File: config.mk
export PLATFORM = sky130hd
export DESIGN_NAME = catmull_rom_tone_curve_core
export DESIGN_NICKNAME = d
export VERILOG_FILES = /design/src/rtl/tcrv_pkg.sv /design/src/rtl/tcrv_ram.sv /design/src/rtl/tcrv_eval.sv /design/src/rtl/catmull_rom_tone_curve_core.sv
export SDC_FILE = /design/constraint.sdc
export NUM_CORES = 2
export LEC_CHECK = 0
export BUFFER_PORTS_ARGS = -buffer_cell sky130_fd_sc_hd__buf_2
export CAP_MARGIN = 20
export CORE_MARGIN = 2
export CORE_UTILIZATION = 50
export CTS_CLUSTER_SIZE = 16
export DETAILED_ROUTE_END_ITERATION = 8
export PLACE_DENSITY = 0.66
export SYNTH_ARGS = -nofsm -noshare
export SYNTH_HDL_FRONTEND = slang
export SYNTH_SLANG_ARGS = --single-unit
File: constraint.sdc
create_clock -name clk -period 12.9 [get_ports clk]
set_input_delay 0.645 -clock clk [delete_from_list [all_inputs] [get_ports clk]]
set_output_delay 0.645 -clock clk [all_outputs]
set_load 0.01 [all_outputs]
File: src/rtl/tcrv_pkg.sv
package tcrv_pkg;

  localparam int MAX_POINTS_DEF = 16;
  localparam int FRAC_BITS_DEF  = 16;

  localparam logic [7:0] POS_LAST = 8'd255;
  localparam logic [7:0] LEV_LAST = 8'd255;

  typedef enum logic [1:0] {
    OP_ADD    = 2'd0,
    OP_REMOVE = 2'd1,
    OP_EVAL   = 2'd2,
    OP_IDENT  = 2'd3
  } op_t;

  typedef enum logic [1:0] {
    ST_OK      = 2'd0,
    ST_INVALID = 2'd1,
    ST_FULL    = 2'd2
  } status_t;

  typedef enum logic [4:0] {
    S_INIT0, S_INIT1, S_IDLE,
    S_A_RD, S_A_CHK, S_A_SH_RD, S_A_SH_WR, S_A_WR,
    S_R_RD, S_R_CHK, S_R_SH_RD, S_R_SH_WR,
    S_E_RD, S_E_CHK, S_E_F_RD, S_E_F_CHK, S_E_GO, S_E_WAIT,
    S_RESP
  } state_t;

  typedef enum logic [2:0] {
    EV_IDLE, EV_DIV, EV_SQ, EV_CUBE, EV_MA, EV_MB, EV_MC, EV_FIN
  } ev_phase_t;

  typedef struct packed {
    logic       start;
    logic [7:0] x;
    logic [7:0] x1;
    logic [7:0] x2;
    logic [7:0] p0;
    logic [7:0] p1;
    logic [7:0] p2;
    logic [7:0] p3;
  } eval_req_t;

  typedef struct packed {
    logic       done;
    logic [7:0] value;
  } eval_rsp_t;

endpackage

File: src/rtl/tcrv_ram.sv
module tcrv_ram #(
  parameter int WIDTH = 16,
  parameter int DEPTH = 16
) (
  input  logic                     clk,
  input  logic                     we,
  input  logic [$clog2(DEPTH)-1:0] waddr,
  input  logic [WIDTH-1:0]         wdata,
  input  logic [$clog2(DEPTH)-1:0] raddr,
  output logic [WIDTH-1:0]         rdata
);

  logic [WIDTH-1:0] mem [DEPTH];

  always_ff @(posedge clk) begin
    if (we) begin
      mem[waddr] <= wdata;
    end
    rdata <= mem[raddr];
  end

endmodule

File: src/rtl/tcrv_eval.sv
module tcrv_eval #(
  parameter int FRAC_BITS = tcrv_pkg::FRAC_BITS_DEF
) (
  input  logic                clk,
  input  logic                rst_n,
  input  tcrv_pkg::eval_req_t req,
  output tcrv_pkg::eval_rsp_t rsp
);
  import tcrv_pkg::*;

  localparam int TW  = FRAC_BITS + 1;
  localparam int CFW = 13;
  localparam int OW  = (FRAC_BITS + 2 > CFW + 1) ? FRAC_BITS + 2 : CFW + 1;
  localparam int SW  = FRAC_BITS + 14;
  localparam int DCW = $clog2(FRAC_BITS + 1);

  ev_phase_t ph_r, ph_nxt;
  logic [DCW-1:0] dc_r, dc_nxt;
  logic [7:0] range_r, range_nxt;
  logic [7:0] rem_r, rem_nxt;
  logic [TW-1:0] q_r, q_nxt;
  logic [TW-1:0] t2_r, t2_nxt;
  logic [TW-1:0] t3_r, t3_nxt;
  logic signed [CFW-1:0] ca_r, cb_r, cc_r, cd_r;
  logic signed [CFW-1:0] ca_nxt, cb_nxt, cc_nxt, cd_nxt;
  logic signed [SW-1:0] acc_r, acc_nxt;
  logic done_r, done_nxt;
  logic [7:0] val_r, val_nxt;

  logic [7:0] rng_v, diff_v;
  logic [8:0] rem2_v;
  logic ge_v;
  logic signed [OW-1:0] ma, mb;
  logic signed [2*OW-1:0] prod;
  logic signed [SW-1:0] s_v;
  logic signed [CFW-1:0] e0, e1, e2, e3;

  function automatic logic signed [OW-1:0] ext_c(input logic signed [CFW-1:0] c);
    ext_c = {{(OW-CFW){c[CFW-1]}}, c};
  endfunction

  function automatic logic signed [OW-1:0] ext_t(input logic [TW-1:0] t);
    ext_t = {{(OW-TW){1'b0}}, t};
  endfunction

  assign rng_v = (req.x2 > req.x1) ? req.x2 - req.x1 : 8'd0;
  assign diff_v = (req.x <= req.x1) ? 8'd0 :
                  ((req.x - req.x1 > rng_v) ? rng_v : req.x - req.x1);
  assign rem2_v = {rem_r, 1'b0};
  assign ge_v = (range_r != 8'd0) && (rem2_v >= {1'b0, range_r});

  assign e0 = CFW'(req.p0);
  assign e1 = CFW'(req.p1);
  assign e2 = CFW'(req.p2);
  assign e3 = CFW'(req.p3);

  always_comb begin
    case (ph_r)
      EV_SQ:   begin ma = ext_t(q_r);   mb = ext_t(q_r); end
      EV_CUBE: begin ma = ext_t(t2_r);  mb = ext_t(q_r); end
      EV_MA:   begin ma = ext_c(ca_r);  mb = ext_t(t3_r); end
      EV_MB:   begin ma = ext_c(cb_r);  mb = ext_t(t2_r); end
      EV_MC:   begin ma = ext_c(cc_r);  mb = ext_t(q_r); end
      default: begin ma = '0;           mb = '0; end
    endcase
  end

  assign prod = ma * mb;
  assign s_v = acc_r + (SW'(cd_r) <<< FRAC_BITS) + (SW'(1) <<< FRAC_BITS);

  always_comb begin
    ph_nxt = ph_r;
    dc_nxt = dc_r;
    range_nxt = range_r;
    rem_nxt = rem_r;
    q_nxt = q_r;
    t2_nxt = t2_r;
    t3_nxt = t3_r;
    ca_nxt = ca_r;
    cb_nxt = cb_r;
    cc_nxt = cc_r;
    cd_nxt = cd_r;
    acc_nxt = acc_r;
    done_nxt = 1'b0;
    val_nxt = val_r;
    case (ph_r)
      EV_IDLE: begin
        if (req.start) begin
          range_nxt = rng_v;
          if (rng_v != 8'd0 && diff_v == rng_v) begin
            q_nxt = TW'(1);
            rem_nxt = 8'd0;
          end else begin
            q_nxt = '0;
            rem_nxt = diff_v;
          end
          dc_nxt = '0;
          // doubled Catmull-Rom coefficients
          ca_nxt = CFW'(3 * e1 - 3 * e2 - e0 + e3);
          cb_nxt = CFW'(4 * e2 + 2 * e0 - 5 * e1 - e3);
          cc_nxt = e2 - e0;
          cd_nxt = CFW'(2 * e1);
          ph_nxt = EV_DIV;
        end
      end
      EV_DIV: begin
        rem_nxt = ge_v ? 8'(rem2_v - {1'b0, range_r}) : rem2_v[7:0];
        q_nxt = {q_r[TW-2:0], ge_v};
        dc_nxt = dc_r + DCW'(1);
        if (dc_r == DCW'(FRAC_BITS - 1)) begin
          ph_nxt = EV_SQ;
        end
      end
      EV_SQ: begin
        t2_nxt = prod[FRAC_BITS +: TW];
        ph_nxt = EV_CUBE;
      end
      EV_CUBE: begin
        t3_nxt = prod[FRAC_BITS +: TW];
        ph_nxt = EV_MA;
      end
      EV_MA: begin
        acc_nxt = prod[SW-1:0];
        ph_nxt = EV_MB;
      end
      EV_MB: begin
        acc_nxt = acc_r + prod[SW-1:0];
        ph_nxt = EV_MC;
      end
      EV_MC: begin
        acc_nxt = acc_r + prod[SW-1:0];
        ph_nxt = EV_FIN;
      end
      EV_FIN: begin
        if (s_v[SW-1]) begin
          val_nxt = 8'd0;
        end else if (|s_v[SW-1:FRAC_BITS+9]) begin
          val_nxt = 8'd255;
        end else begin
          val_nxt = s_v[FRAC_BITS+1 +: 8];
        end
        done_nxt = 1'b1;
        ph_nxt = EV_IDLE;
      end
      default: ph_nxt = EV_IDLE;
    endcase
  end

  always_ff @(posedge clk) begin
    if (!rst_n) begin
      ph_r <= EV_IDLE;
      done_r <= 1'b0;
    end else begin
      ph_r <= ph_nxt;
      done_r <= done_nxt;
    end
    dc_r <= dc_nxt;
    range_r <= range_nxt;
    rem_r <= rem_nxt;
    q_r <= q_nxt;
    t2_r <= t2_nxt;
    t3_r <= t3_nxt;
    ca_r <= ca_nxt;
    cb_r <= cb_nxt;
    cc_r <= cc_nxt;
    cd_r <= cd_nxt;
    acc_r <= acc_nxt;
    val_r <= val_nxt;
  end

  assign rsp.done = done_r;
  assign rsp.value = val_r;

endmodule

File: src/rtl/catmull_rom_tone_curve_core.sv
// Tone curve: sorted table of control points with Catmull-Rom evaluation.
// Input channel (in_valid/in_ready) carries operation, position and level;
// result channel (out_valid/out_ready) returns status and curve_value, one
// result per input transfer, in order.
// Items are processed one at a time. The point table sits in a single-port-
// write RAM with registered read; each table read is followed by a check
// state, so the scans and shifts set the run time of each item:
//   add      : scan for the position, shift the later points up one slot,
//              then write the new point
//   remove   : scan for the position, then shift the later points down
//   evaluate : segment scan, fetch of the neighbouring points, then start
//              and run the arithmetic unit (bit-serial divide, shared
//              multiplier)
//   reset op : rewrite the identity pair
// and finally the result is loaded into the output register.
// After rst_n the block writes the identity pair before
// in_ready rises. A finished result is held in the output register while the
// receiver stalls; the next item can be taken meanwhile, but its result waits
// until the held one is transferred.
module catmull_rom_tone_curve_core #(
  parameter int MAX_POINTS = tcrv_pkg::MAX_POINTS_DEF,
  parameter int FRAC_BITS  = tcrv_pkg::FRAC_BITS_DEF
) (
  input  logic       clk,
  input  logic       rst_n,
  input  logic       in_valid,
  output logic       in_ready,
  input  logic [1:0] in_operation,
  input  logic [7:0] in_position,
  input  logic [7:0] in_level,
  output logic       out_valid,
  input  logic       out_ready,
  output logic [1:0] out_status,
  output logic [7:0] out_curve_value
);
  import tcrv_pkg::*;

  localparam int IW = $clog2(MAX_POINTS);
  localparam int CW = $clog2(MAX_POINTS + 1);

  state_t state_r, state_nxt;
  logic [CW-1:0] k_r, k_nxt;
  logic [CW-1:0] cnt_r, cnt_nxt;
  logic [CW-1:0] at_r, at_nxt;
  logic at_found_r, at_found_nxt;
  logic [CW-1:0] seg_r, seg_nxt;
  logic [CW-1:0] hi_r, hi_nxt;
  logic [7:0] x_r, x_nxt;
  logic [7:0] lvin_r, lvin_nxt;
  logic [7:0] prev_pos_r, prev_pos_nxt;
  logic [7:0] x1_r, x1_nxt, x2_r, x2_nxt;
  logic [7:0] lev_r [4];
  logic [7:0] lev_nxt [4];
  logic ident_r, ident_nxt;
  status_t status_r, status_nxt;
  logic [7:0] value_r, value_nxt;
  logic out_valid_r, out_valid_nxt;
  logic [1:0] out_status_r, out_status_nxt;
  logic [7:0] out_value_r, out_value_nxt;

  logic ram_we;
  logic [IW-1:0] ram_waddr, ram_raddr;
  logic [15:0] ram_wdata, ram_rdata;
  logic [7:0] rd_pos, rd_lev;

  eval_req_t ev_req;
  eval_rsp_t ev_rsp;

  logic match, last, full, inseg, resp_go;
  logic [CW-1:0] at_v, seg_v, lo_v, hi_v, off_w;
  logic [1:0] off_v;

  tcrv_ram #(.WIDTH(16), .DEPTH(MAX_POINTS)) u_ram (
    .clk   (clk),
    .we    (ram_we),
    .waddr (ram_waddr),
    .wdata (ram_wdata),
    .raddr (ram_raddr),
    .rdata (ram_rdata)
  );

  tcrv_eval #(.FRAC_BITS(FRAC_BITS)) u_eval (
    .clk   (clk),
    .rst_n (rst_n),
    .req   (ev_req),
    .rsp   (ev_rsp)
  );

  assign rd_pos = ram_rdata[15:8];
  assign rd_lev = ram_rdata[7:0];

  assign match = (rd_pos == x_r);
  assign last  = (k_r == cnt_r - CW'(1));
  assign full  = (cnt_r == CW'(MAX_POINTS));
  assign at_v  = at_found_r ? at_r : ((rd_pos > x_r) ? k_r : cnt_r);
  assign inseg = (k_r != '0) && (prev_pos_r <= x_r) && (x_r <= rd_pos);
  assign seg_v = inseg ? k_r - CW'(1) : '0;
  assign lo_v  = (seg_v == '0) ? '0 : seg_v - CW'(1);
  assign hi_v  = (seg_v == cnt_r - CW'(2)) ? seg_v + CW'(1) : seg_v + CW'(2);
  assign off_w = k_r + CW'(1) - seg_r;
  assign off_v = off_w[1:0];
  assign resp_go = !out_valid_r || out_ready;

  // next state
  always_comb begin
    state_nxt = state_r;
    case (state_r)
      S_INIT0: state_nxt = S_INIT1;
      S_INIT1: state_nxt = ident_r ? S_RESP : S_IDLE;
      S_IDLE: begin
        if (in_valid) begin
          case (op_t'(in_operation))
            OP_ADD:    state_nxt = S_A_RD;
            OP_REMOVE: state_nxt = (cnt_r <= CW'(2)) ? S_RESP : S_R_RD;
            OP_EVAL:   state_nxt = S_E_RD;
            default:   state_nxt = S_INIT0;
          endcase
        end
      end
      S_A_RD: state_nxt = S_A_CHK;
      S_A_CHK: begin
        if (match || (last && full)) begin
          state_nxt = S_RESP;
        end else if (last) begin
          state_nxt = (cnt_r > at_v) ? S_A_SH_RD : S_A_WR;
        end else begin
          state_nxt = S_A_RD;
        end
      end
      S_A_SH_RD: state_nxt = S_A_SH_WR;
      S_A_SH_WR: state_nxt = (k_r - CW'(1) == at_r) ? S_A_WR : S_A_SH_RD;
      S_A_WR: state_nxt = S_RESP;
      S_R_RD: state_nxt = S_R_CHK;
      S_R_CHK: begin
        if (match) begin
          state_nxt = (k_r == '0 || last) ? S_RESP : S_R_SH_RD;
        end else if (last) begin
          state_nxt = S_RESP;
        end else begin
          state_nxt = S_R_RD;
        end
      end
      S_R_SH_RD: state_nxt = S_R_SH_WR;
      S_R_SH_WR: state_nxt = (k_r + CW'(2) < cnt_r) ? S_R_SH_RD : S_RESP;
      S_E_RD: state_nxt = S_E_CHK;
      S_E_CHK: state_nxt = (inseg || last) ? S_E_F_RD : S_E_RD;
      S_E_F_RD: state_nxt = S_E_F_CHK;
      S_E_F_CHK: state_nxt = (k_r == hi_r) ? S_E_GO : S_E_F_RD;
      S_E_GO: state_nxt = S_E_WAIT;
      S_E_WAIT: state_nxt = ev_rsp.done ? S_RESP : S_E_WAIT;
      S_RESP: state_nxt = resp_go ? S_IDLE : S_RESP;
      default: state_nxt = S_INIT0;
    endcase
  end

  // memory, handshake and arithmetic-unit controls
  always_comb begin
    ram_we = 1'b0;
    ram_waddr = k_r[IW-1:0];
    ram_wdata = ram_rdata;
    ram_raddr = k_r[IW-1:0];
    in_ready = 1'b0;
    ev_req.start = 1'b0;
    ev_req.x  = x_r;
    ev_req.x1 = x1_r;
    ev_req.x2 = x2_r;
    ev_req.p0 = (seg_r == '0) ? lev_r[1] : lev_r[0];
    ev_req.p1 = lev_r[1];
    ev_req.p2 = lev_r[2];
    ev_req.p3 = (seg_r == cnt_r - CW'(2)) ? lev_r[2] : lev_r[3];
    case (state_r)
      S_INIT0: begin
        ram_we = 1'b1;
        ram_waddr = '0;
        ram_wdata = 16'h0000;
      end
      S_INIT1: begin
        ram_we = 1'b1;
        ram_waddr = IW'(1);
        ram_wdata = {POS_LAST, LEV_LAST};
      end
      S_IDLE: in_ready = 1'b1;
      S_A_CHK: begin
        if (match) begin
          ram_we = 1'b1;
          ram_wdata = {x_r, lvin_r};
        end
      end
      S_A_SH_RD: ram_raddr = IW'(k_r - CW'(1));
      S_A_SH_WR: ram_we = 1'b1;
      S_A_WR: begin
        ram_we = 1'b1;
        ram_waddr = at_r[IW-1:0];
        ram_wdata = {x_r, lvin_r};
      end
      S_R_SH_RD: ram_raddr = IW'(k_r + CW'(1));
      S_R_SH_WR: ram_we = 1'b1;
      S_E_GO: ev_req.start = 1'b1;
      default: ;
    endcase
  end

  // datapath registers
  always_comb begin
    k_nxt = k_r;
    cnt_nxt = cnt_r;
    at_nxt = at_r;
    at_found_nxt = at_found_r;
    seg_nxt = seg_r;
    hi_nxt = hi_r;
    x_nxt = x_r;
    lvin_nxt = lvin_r;
    prev_pos_nxt = prev_pos_r;
    x1_nxt = x1_r;
    x2_nxt = x2_r;
    lev_nxt = lev_r;
    ident_nxt = ident_r;
    status_nxt = status_r;
    value_nxt = value_r;
    out_valid_nxt = out_valid_r && !out_ready;
    out_status_nxt = out_status_r;
    out_value_nxt = out_value_r;
    case (state_r)
      S_INIT1: begin
        cnt_nxt = CW'(2);
        ident_nxt = 1'b0;
      end
      S_IDLE: begin
        if (in_valid) begin
          x_nxt = in_position;
          lvin_nxt = in_level;
          k_nxt = '0;
          at_found_nxt = 1'b0;
          value_nxt = 8'd0;
          ident_nxt = (op_t'(in_operation) == OP_IDENT);
          status_nxt = (op_t'(in_operation) == OP_REMOVE && cnt_r <= CW'(2)) ?
                       ST_INVALID : ST_OK;
        end
      end
      S_A_CHK: begin
        if (!match) begin
          at_nxt = at_v;
          at_found_nxt = at_found_r || (rd_pos > x_r);
          k_nxt = last ? cnt_r : k_r + CW'(1);
          if (last && full) begin
            status_nxt = ST_FULL;
          end
        end
      end
      S_A_SH_WR: k_nxt = k_r - CW'(1);
      S_A_WR: cnt_nxt = cnt_r + CW'(1);
      S_R_CHK: begin
        if (match) begin
          if (k_r == '0 || last) begin
            status_nxt = ST_INVALID;
          end
        end else begin
          k_nxt = k_r + CW'(1);
          if (last) begin
            status_nxt = ST_INVALID;
          end
        end
      end
      S_R_SH_WR: begin
        k_nxt = k_r + CW'(1);
        if (!(k_r + CW'(2) < cnt_r)) begin
          cnt_nxt = cnt_r - CW'(1);
        end
      end
      S_E_CHK: begin
        prev_pos_nxt = rd_pos;
        if (inseg || last) begin
          seg_nxt = seg_v;
          hi_nxt = hi_v;
          k_nxt = lo_v;
        end else begin
          k_nxt = k_r + CW'(1);
        end
      end
      S_E_F_CHK: begin
        lev_nxt[off_v] = rd_lev;
        if (off_v == 2'd1) begin
          x1_nxt = rd_pos;
        end
        if (off_v == 2'd2) begin
          x2_nxt = rd_pos;
        end
        k_nxt = k_r + CW'(1);
      end
      S_E_WAIT: begin
        if (ev_rsp.done) begin
          value_nxt = ev_rsp.value;
        end
      end
      S_RESP: begin
        if (resp_go) begin
          out_valid_nxt = 1'b1;
          out_status_nxt = status_r;
          out_value_nxt = value_r;
        end
      end
      default: ;
    endcase
  end

  always_ff @(posedge clk) begin
    if (!rst_n) begin
      state_r <= S_INIT0;
      out_valid_r <= 1'b0;
      ident_r <= 1'b0;
      cnt_r <= CW'(2);
    end else begin
      state_r <= state_nxt;
      out_valid_r <= out_valid_nxt;
      ident_r <= ident_nxt;
      cnt_r <= cnt_nxt;
    end
    k_r <= k_nxt;
    at_r <= at_nxt;
    at_found_r <= at_found_nxt;
    seg_r <= seg_nxt;
    hi_r <= hi_nxt;
    x_r <= x_nxt;
    lvin_r <= lvin_nxt;
    prev_pos_r <= prev_pos_nxt;
    x1_r <= x1_nxt;
    x2_r <= x2_nxt;
    lev_r <= lev_nxt;
    status_r <= status_nxt;
    value_r <= value_nxt;
    out_status_r <= out_status_nxt;
    out_value_r <= out_value_nxt;
  end

  assign out_valid = out_valid_r;
  assign out_status = out_status_r;
  assign out_curve_value = out_value_r;

endmodule
Yosys cells after proc, flatten, opt, wreduce, memory -nomap -nowiden
Memory sizes are Yosys's and may differ from the RTL's. A register that Yosys moved wholly into a read port is not among the register bits.
Index checks and enable logic that the tools add are counted.
W data, S select, Z words.

operators by class
  add/subtract/negate cells = 24
  $mul = 4
  order comparisons = 12
  eq/ne operators = 49
  mux-type cells = 83
  bitwise operators = 2
  reductions and logical operators = 52

operators by type and width
  kind                      number
  $mux W5                   22
  $mux W8                   12
  $pmux W5 S19              1
  $pmux W18 S5              1
  $pmux W16 S4              1
  $pmux W30 S2              1
  $pmux W17 S3              1
  $eq A5 B4 Y1 const B      9
  $pmux W17 S2              1
  $mul A18 B18 Y33          1
  $bwmux W32                1
  $pmux W8 S2               2
  $add A30 B18 Y30 const B  1
  $add A30 B26 Y30          1
  $add A30 B30 Y30          1
  $pmux W5 S3               2
  $pmux W5 S6               1
  $sub A13 B13 Y13          2
  $sub A13 B9 Y13           2
  $eq A5 B5 Y1              5
  $gt A8 B8 Y1              3
  $le A8 B8 Y1              3
  $pmux W3 S8               1
  $sub A8 B8 Y8             3
  other kinds (60)          148

storage, ports and cells
  register bits = 286
  bits in writable memories = 256
  logic and storage cells = 263
  memories kept = 1

memory list
  name       words  bits a word  read ports  clocked after Yosys merged registers in  write ports  line            source
  u_ram.mem  16     16           1           1                                        1            tcrv_ram.sv:13  logic [WIDTH-1:0] mem [DEPTH];

Longest topological paths before layout
  depth in word-level cells = 10
  gate-level depth with buffers = 38

Cells and area by module
From an unflattened synthesis, not the netlist that was laid out.

unflattened totals
  cell total of the unflattened synthesis = 3,563
  area, all modules = 40,377.5 µm²

modules (own cells, without submodules)
  module                       times used  cells each  area an instance (µm²)  seq. area each (µm²)
  tcrv_eval                    1           2,493       23,286.1                4,674.5
  tcrv_ram                     1           432         10,042.1                8,007.7
  catmull_rom_tone_curve_core  1           638         7,049.3                 3,633.5

Least setup slack after synthesis
No wires, ideal clock.

  path kind = register to register
  start = register u_eval.ph_r[0]
  end = register u_eval.acc_r[29] (data pin)
  library setup time = 0.265 ns
  arrival = 8.910 ns
  path slack = 3.725 ns
  cell stages (with the launch flop) = 37
  buffers on the path = 4
  period minus slack after synthesis = 9.175 ns
  path through = dfxtp_1 > clkbuf_1 > clkbuf_1 > buf_2 > mux2i_1 > nor2_1 > a21oi_1 > clkbuf_1 > nor2_1 > fa_1 > inv_1 > fa_1 > fa_1 > inv_1 > fa_1 > fa_1 > inv_1 > fa_1 > inv_1 > ha_1 > a211o_1 > a21oi_1 > nand3_1 > nand3_1 > o21ai_1 > a21o_1 > a21oi_1 > xnor2_1 > ha_1 > nand3_1 > nor4_1 > or4b_1 > a31oi_1 > a22oi_1 > or3_1 > a21oi_1 > xor2_1

between the ends
  cells in the longest elaborated chain, start to end = 6

RTL lines
  element                                              line                                source
  from (decl)                                          tcrv_eval.sv:17                     ev_phase_t ph_r, ph_nxt;
  from (signal assigned)                               tcrv_eval.sv:154                    ph_r <= ph_nxt;
  $eq A3 B2 Y1 / $eq A3 B3 Y1 (equally long branches)  tcrv_eval.sv:58                     case (ph_r)
  $reduce_or A3 Y1 (no source line)                    -
  $pmux W17 S3                                         tcrv_eval.sv:58
  $mul A18 B18 Y33 *                                   tcrv_eval.sv:68                     assign prod = ma * mb;
  net u_eval.prod[22]                                  tcrv_eval.sv:34                     logic signed [2*OW-1:0] prod;
  $add A30 B30 Y30 *                                   tcrv_eval.sv:127, tcrv_eval.sv:131
  $pmux W30 S2 *                                       tcrv_eval.sv:86                     case (ph_r)
  net u_eval.acc_nxt[29]                               tcrv_eval.sv:26                     logic signed [SW-1:0] acc_r, acc_nxt;
  to (signal assigned)                                 tcrv_eval.sv:167                    acc_r <= acc_nxt;
  to (decl)                                            tcrv_eval.sv:26

Mark *: on every way through the listed nets, which the timed path passes. The rest lies on a longest branch.
A chain may end at the register's enable or synchronous reset.

Worst setup path after layout
Same ends and word-level chain as after synthesis.

==> reports/results.txt <==
In this run, synthesis produced a sequential element count of 554. Static timing analysis puts the maximum clock frequency at 94.0 MHz. For the finished layout, the period the worst path requires is 10640 ps. The CTS H-tree depth is 2, and the mean number of vias per cell is 5.67. The clock transition at the registers of the reported paths is 70 ps, and the share of cells above drive strength 1 is 8.66%. The maximum number of pins on one net before global-route repair came out at 65. The count of nets left with antenna violations after detail routing was 0; the count of distinct cell types in the synthesized netlist was 89. Summing the sequential cell areas from Yosys gives 40.0% of the chip area.

After filler insertion, the fill cell instance count of the layout stands at 6897. The critical path's slowest cell is sky130_fd_sc_hd__dfxtp_2. At the end of routability-driven placement, the weighted congestion stood at 0.951. The path class of the tightest hold or removal check is input pin to register. Setup repair after global routing left no endpoint under its margin. For the pin with the worst max-slew slack, the measured transition is 1130 ps. Power per cell area: 131 mW/mm2. Number of instances in the synthesized netlist: 3656. The flow ran to the end, and the final reports show no timing, DRC or antenna violations.

Along the worst path, the maximum fanout reaches 37. The sequential fraction of design power is 45.7%, and the overall die height is 289 um. The area of the core came out at 0.0805 mm2. The kind of cell adding the most delay to the critical path was adder cells. In the finished design, the share of the clock period the worst path needs comes to 82.5%. Before antenna repair, the detailed router went through 5 iterations. The maximum buffer depth of the clock tree was 3.

Synthesis produced a netlist with a net count of 4278. Average cell area after synthesis: 11.1 um2. The netlist area before placement came out at 0.0407 mm2. The top cell type by area accounts for 38.5% of the synthesized area. The detailed router finished its first iteration with 2271 violations. Net switching fraction of the power: 31.7%.

The number of endpoints with negative hold slack in the final report was 0. sky130_fd_sc_hd__edfxtp_1 takes more of the synthesized area than any other cell. The run gives 0.204 mV as the highest ir drop seen on vdd. The wire-length estimate of the detail-placed layout is 75600 um. In the final routed layout, each cell accounts on average for 20.8 um. Sort of element at the start of the critical path: a register. The quantity of gates resized following cts was 0. For this block, the routed nets add up to 100000 um of wire. Internal power: 0.00398 W. The number of standard-cell rows in the floorplan came out at 104. The logs give 0 for the remaining global-route overflow and 0.0838 mm2 for the full die area. TritonCTS built the clock tree.

The power dissipated by switching net loads was 0.00185 W. The count of hold buffers inserted by post-cts repair is 0, and the DRC violation count after routing is 0. The buffers plus inverters on the worst setup path came out at 3. Ranked by total cell area, the synthesized netlist is headed by sky130_fd_sc_hd__edfxtp_1, sky130_fd_sc_hd__fa_1, sky130_fd_sc_hd__ha_1. The worst setup path is captured at a register. Among the stages of the critical path, the cell type that occurs most often is sky130_fd_sc_hd__fa_1. In this run the tightest slew margin relative to its limit is 24.6%. Data arrives at the worst endpoint at 11000 ps. The total number of vias is 27300. The relative contribution of combinational cells to total power is 25.3%. The area growth from synthesis to final layout came out at 8.83%.

The clock net in this run drives a total of 554 sinks. For the final worst hold slack, the log shows 186 ps. The number of max-slew violations in the final report was 0. The worst setup path is of the register to register kind. The tree is rooted in a sky130_fd_sc_hd__clkbuf_16.

For this configuration, the core starts out at a cell density of 50.6%. The count of nets after finishing is 4325, and the setup slack on the worst flop-to-flop path is 2260 ps. The setup fix buffers added after clock tree synthesis was 0. Cells fill 55.0% of the core in the end. Global routing used 24.4% of the available tracks. The via count of the first global-routing pass is 27400.

From left edge to right edge, the die measures 289 um. The analysis attributes to cell leakage a power of 17.7 nW. The initial antenna violation count was 1. For the worst setup path, the data required time is 13270 ps. During I/O placement, the number of pins put on the boundary was 34.

Input and output buffers added on the ports amount to 33. The sum of negative setup slack is 0 ps, and the delay of the slowest cell on the worst path is 980 ps. Clock skew on the completed layout was measured at 73.0 ps. The clock network burns 29.0% of the power. For this run, asynchronously set or reset flops after synthesis account for 0%. Max-cap violations in this run came to 0.

The antenna diode count was 0; the count of final setup violators was 0. The number of enable flip-flop cells after synthesis works out to 522. In the synthesized netlist the dominant register cell turns out to be sky130_fd_sc_hd__edfxtp_1. The first global-routing pass estimated 157000 um of wire. The insertion delay to the later sink of the worst-skew pair was 640 ps. Number of buffers created by CTS: 57. Yosys printed 0 warnings. Summing internal, switching and leakage power gives 0.00582 W.
==> flip-flops by register name (all words and copies together), names as in the netlist, 9 cells and up <==
| signal | flops |
|---|---|
| ev_req | 16 |
| lev_r | 16 |
| u_eval.acc_r | 30 |
| u_eval.ca_r | 13 |
| u_eval.cb_r | 13 |
| u_eval.cc_r | 9 |
| u_eval.q_r | 17 |
| u_eval.t2_r | 17 |
| u_eval.t3_r | 17 |
| u_ram.mem | 256 |
| u_ram.rdata | 16 |
==> final timing paths <==
kind                               startpoint                           end  cells after the start
setup / recovery  u_eval.ph_r[0]$_SDFFE_PN0P_    u_eval.acc_r[29]$_DFFE_PP_                     32
setup reg to reg  u_eval.ph_r[0]$_SDFFE_PN0P_    u_eval.acc_r[29]$_DFFE_PP_                     32
hold reg to reg      value_r[7]$_SDFFCE_PP0P_  out_curve_value[7]$_DFFE_PP_                      0
hold / removal                    in_level[2]           lvin_r[2]$_DFFE_PP_                      1
==> Yosys cell counts, types with 34 or more instances <==
cell,number
sky130_fd_sc_hd__nor2b_1,40
sky130_fd_sc_hd__clkbuf_1,93
sky130_fd_sc_hd__edfxtp_1,522
sky130_fd_sc_hd__o21ai_0,82
sky130_fd_sc_hd__and2_1,38
sky130_fd_sc_hd__nor3_1,44
sky130_fd_sc_hd__o21a_1,34
sky130_fd_sc_hd__mux4_2,64
sky130_fd_sc_hd__ha_1,276
sky130_fd_sc_hd__a21oi_1,181
sky130_fd_sc_hd__nor2_1,343
sky130_fd_sc_hd__mux2i_1,72
sky130_fd_sc_hd__xnor2_1,115
sky130_fd_sc_hd__nand2_1,282
sky130_fd_sc_hd__inv_1,524
sky130_fd_sc_hd__a21o_1,48
sky130_fd_sc_hd__o21ai_1,58
sky130_fd_sc_hd__nand3_1,40
sky130_fd_sc_hd__fa_1,324
sky130_fd_sc_hd__xor2_1,57
==> cells by family (layout without fill, tap and decap cells) <==
| logic type | Yosys count | in the layout | share of synthesized area, % |
|---|---|---|---|
| and+or+nand+nor | 913 | 913 | 10.1 |
| muxes | 146 | 146 | 5.58 |
| adders and majority gates | 600 | 600 | 24.4 |
| AOI/OAI and AO/OA | 627 | 627 | 10.0 |
| xor gates and xnor gates | 173 | 173 | 3.77 |
| buffers and inverters | 643 | 739 | 6.06 |
| DFF | 554 | 554 | 40.0 |
==> final cells by class <==
cell class	instances	area [um2]	area share [%]
Clock inverter	31	354	0.799
Tap cell	1060	1330	2.99
Sequential cell	554	16300	36.8
Timing Repair Buffer	100	692	1.56
Clock buffer	77	1590	3.59
Inverter	531	1990	4.50
Multi-Input combinational cell	2459	22100	49.8
==> placed cells by master, fill, tap and decap left out, types with 18 or more instances in the layout <==
| cell type | synthesis | layout |
|---|---|---|
| sky130_fd_sc_hd__clkbuf_16 | 0 | 58 |
| sky130_fd_sc_hd__mux4_2 | 64 | 64 |
| sky130_fd_sc_hd__o21ai_0 | 82 | 80 |
| sky130_fd_sc_hd__o21ai_1 | 58 | 59 |
| sky130_fd_sc_hd__buf_4 | 1 | 65 |
| sky130_fd_sc_hd__fa_1 | 324 | 324 |
| sky130_fd_sc_hd__nor3_1 | 44 | 43 |
| sky130_fd_sc_hd__dfxtp_1 | 32 | 31 |
| sky130_fd_sc_hd__nor2_1 | 343 | 327 |
| sky130_fd_sc_hd__a221o_1 | 23 | 23 |
| sky130_fd_sc_hd__and2_1 | 38 | 38 |
| sky130_fd_sc_hd__nor2b_1 | 40 | 40 |
| sky130_fd_sc_hd__xnor2_1 | 115 | 114 |
| sky130_fd_sc_hd__ha_1 | 276 | 276 |
| sky130_fd_sc_hd__a21oi_1 | 181 | 180 |
| sky130_fd_sc_hd__a21o_1 | 48 | 48 |
| sky130_fd_sc_hd__xor2_1 | 57 | 57 |
| sky130_fd_sc_hd__nand3_1 | 40 | 40 |
| sky130_fd_sc_hd__o21a_1 | 34 | 34 |
| sky130_fd_sc_hd__buf_2 | 11 | 33 |
| sky130_fd_sc_hd__edfxtp_1 | 522 | 522 |
| sky130_fd_sc_hd__nand2b_1 | 31 | 31 |
| sky130_fd_sc_hd__mux2i_1 | 72 | 72 |
| sky130_fd_sc_hd__o21bai_1 | 25 | 25 |
| sky130_fd_sc_hd__nand2_1 | 282 | 281 |
| sky130_fd_sc_hd__a211oi_1 | 22 | 22 |
| sky130_fd_sc_hd__nor2_2 | 2 | 18 |
| sky130_fd_sc_hd__inv_1 | 524 | 524 |
| sky130_fd_sc_hd__and3_1 | 20 | 20 |
==> power by group through the flow <==
stage          registers [W]  logic, W  clock network (W)
2_1_floorplan        0.00258   0.00108                  0
3_3_place_gp         0.00269   0.00144                  0
3_5_place_dp         0.00269   0.00146                  0
4_1_cts              0.00266   0.00147            0.00172
5_1_grt              0.00268   0.00161            0.00179
6_report             0.00266   0.00147            0.00169
==> metrics by stage <==
stage | setup WS (ps) | std cells | cell area [um2]
after global routing | 1700 | 4812 | 44300
after floorplan | 3730 | 3656 | 40700
after CTS | 2390 | 4809 | 44300
after detailed placement | 2320 | 4701 | 42300
after global placement | 2490 | 4701 | 42300
final | 2260 | 4812 | 44300
==> layer usage <==
layer | up-vias | wire (um) | track usage (%)
met5 | - | 68 | 0.568
met2 | 845 | 48900 | 41.8
met1 | 13500 | 42400 | 32.3
li1 | 12700 | - | -
met4 | 2 | 3480 | 8.30
met3 | 177 | 5440 | 2.84
Power figures use the tool's default switching activity.
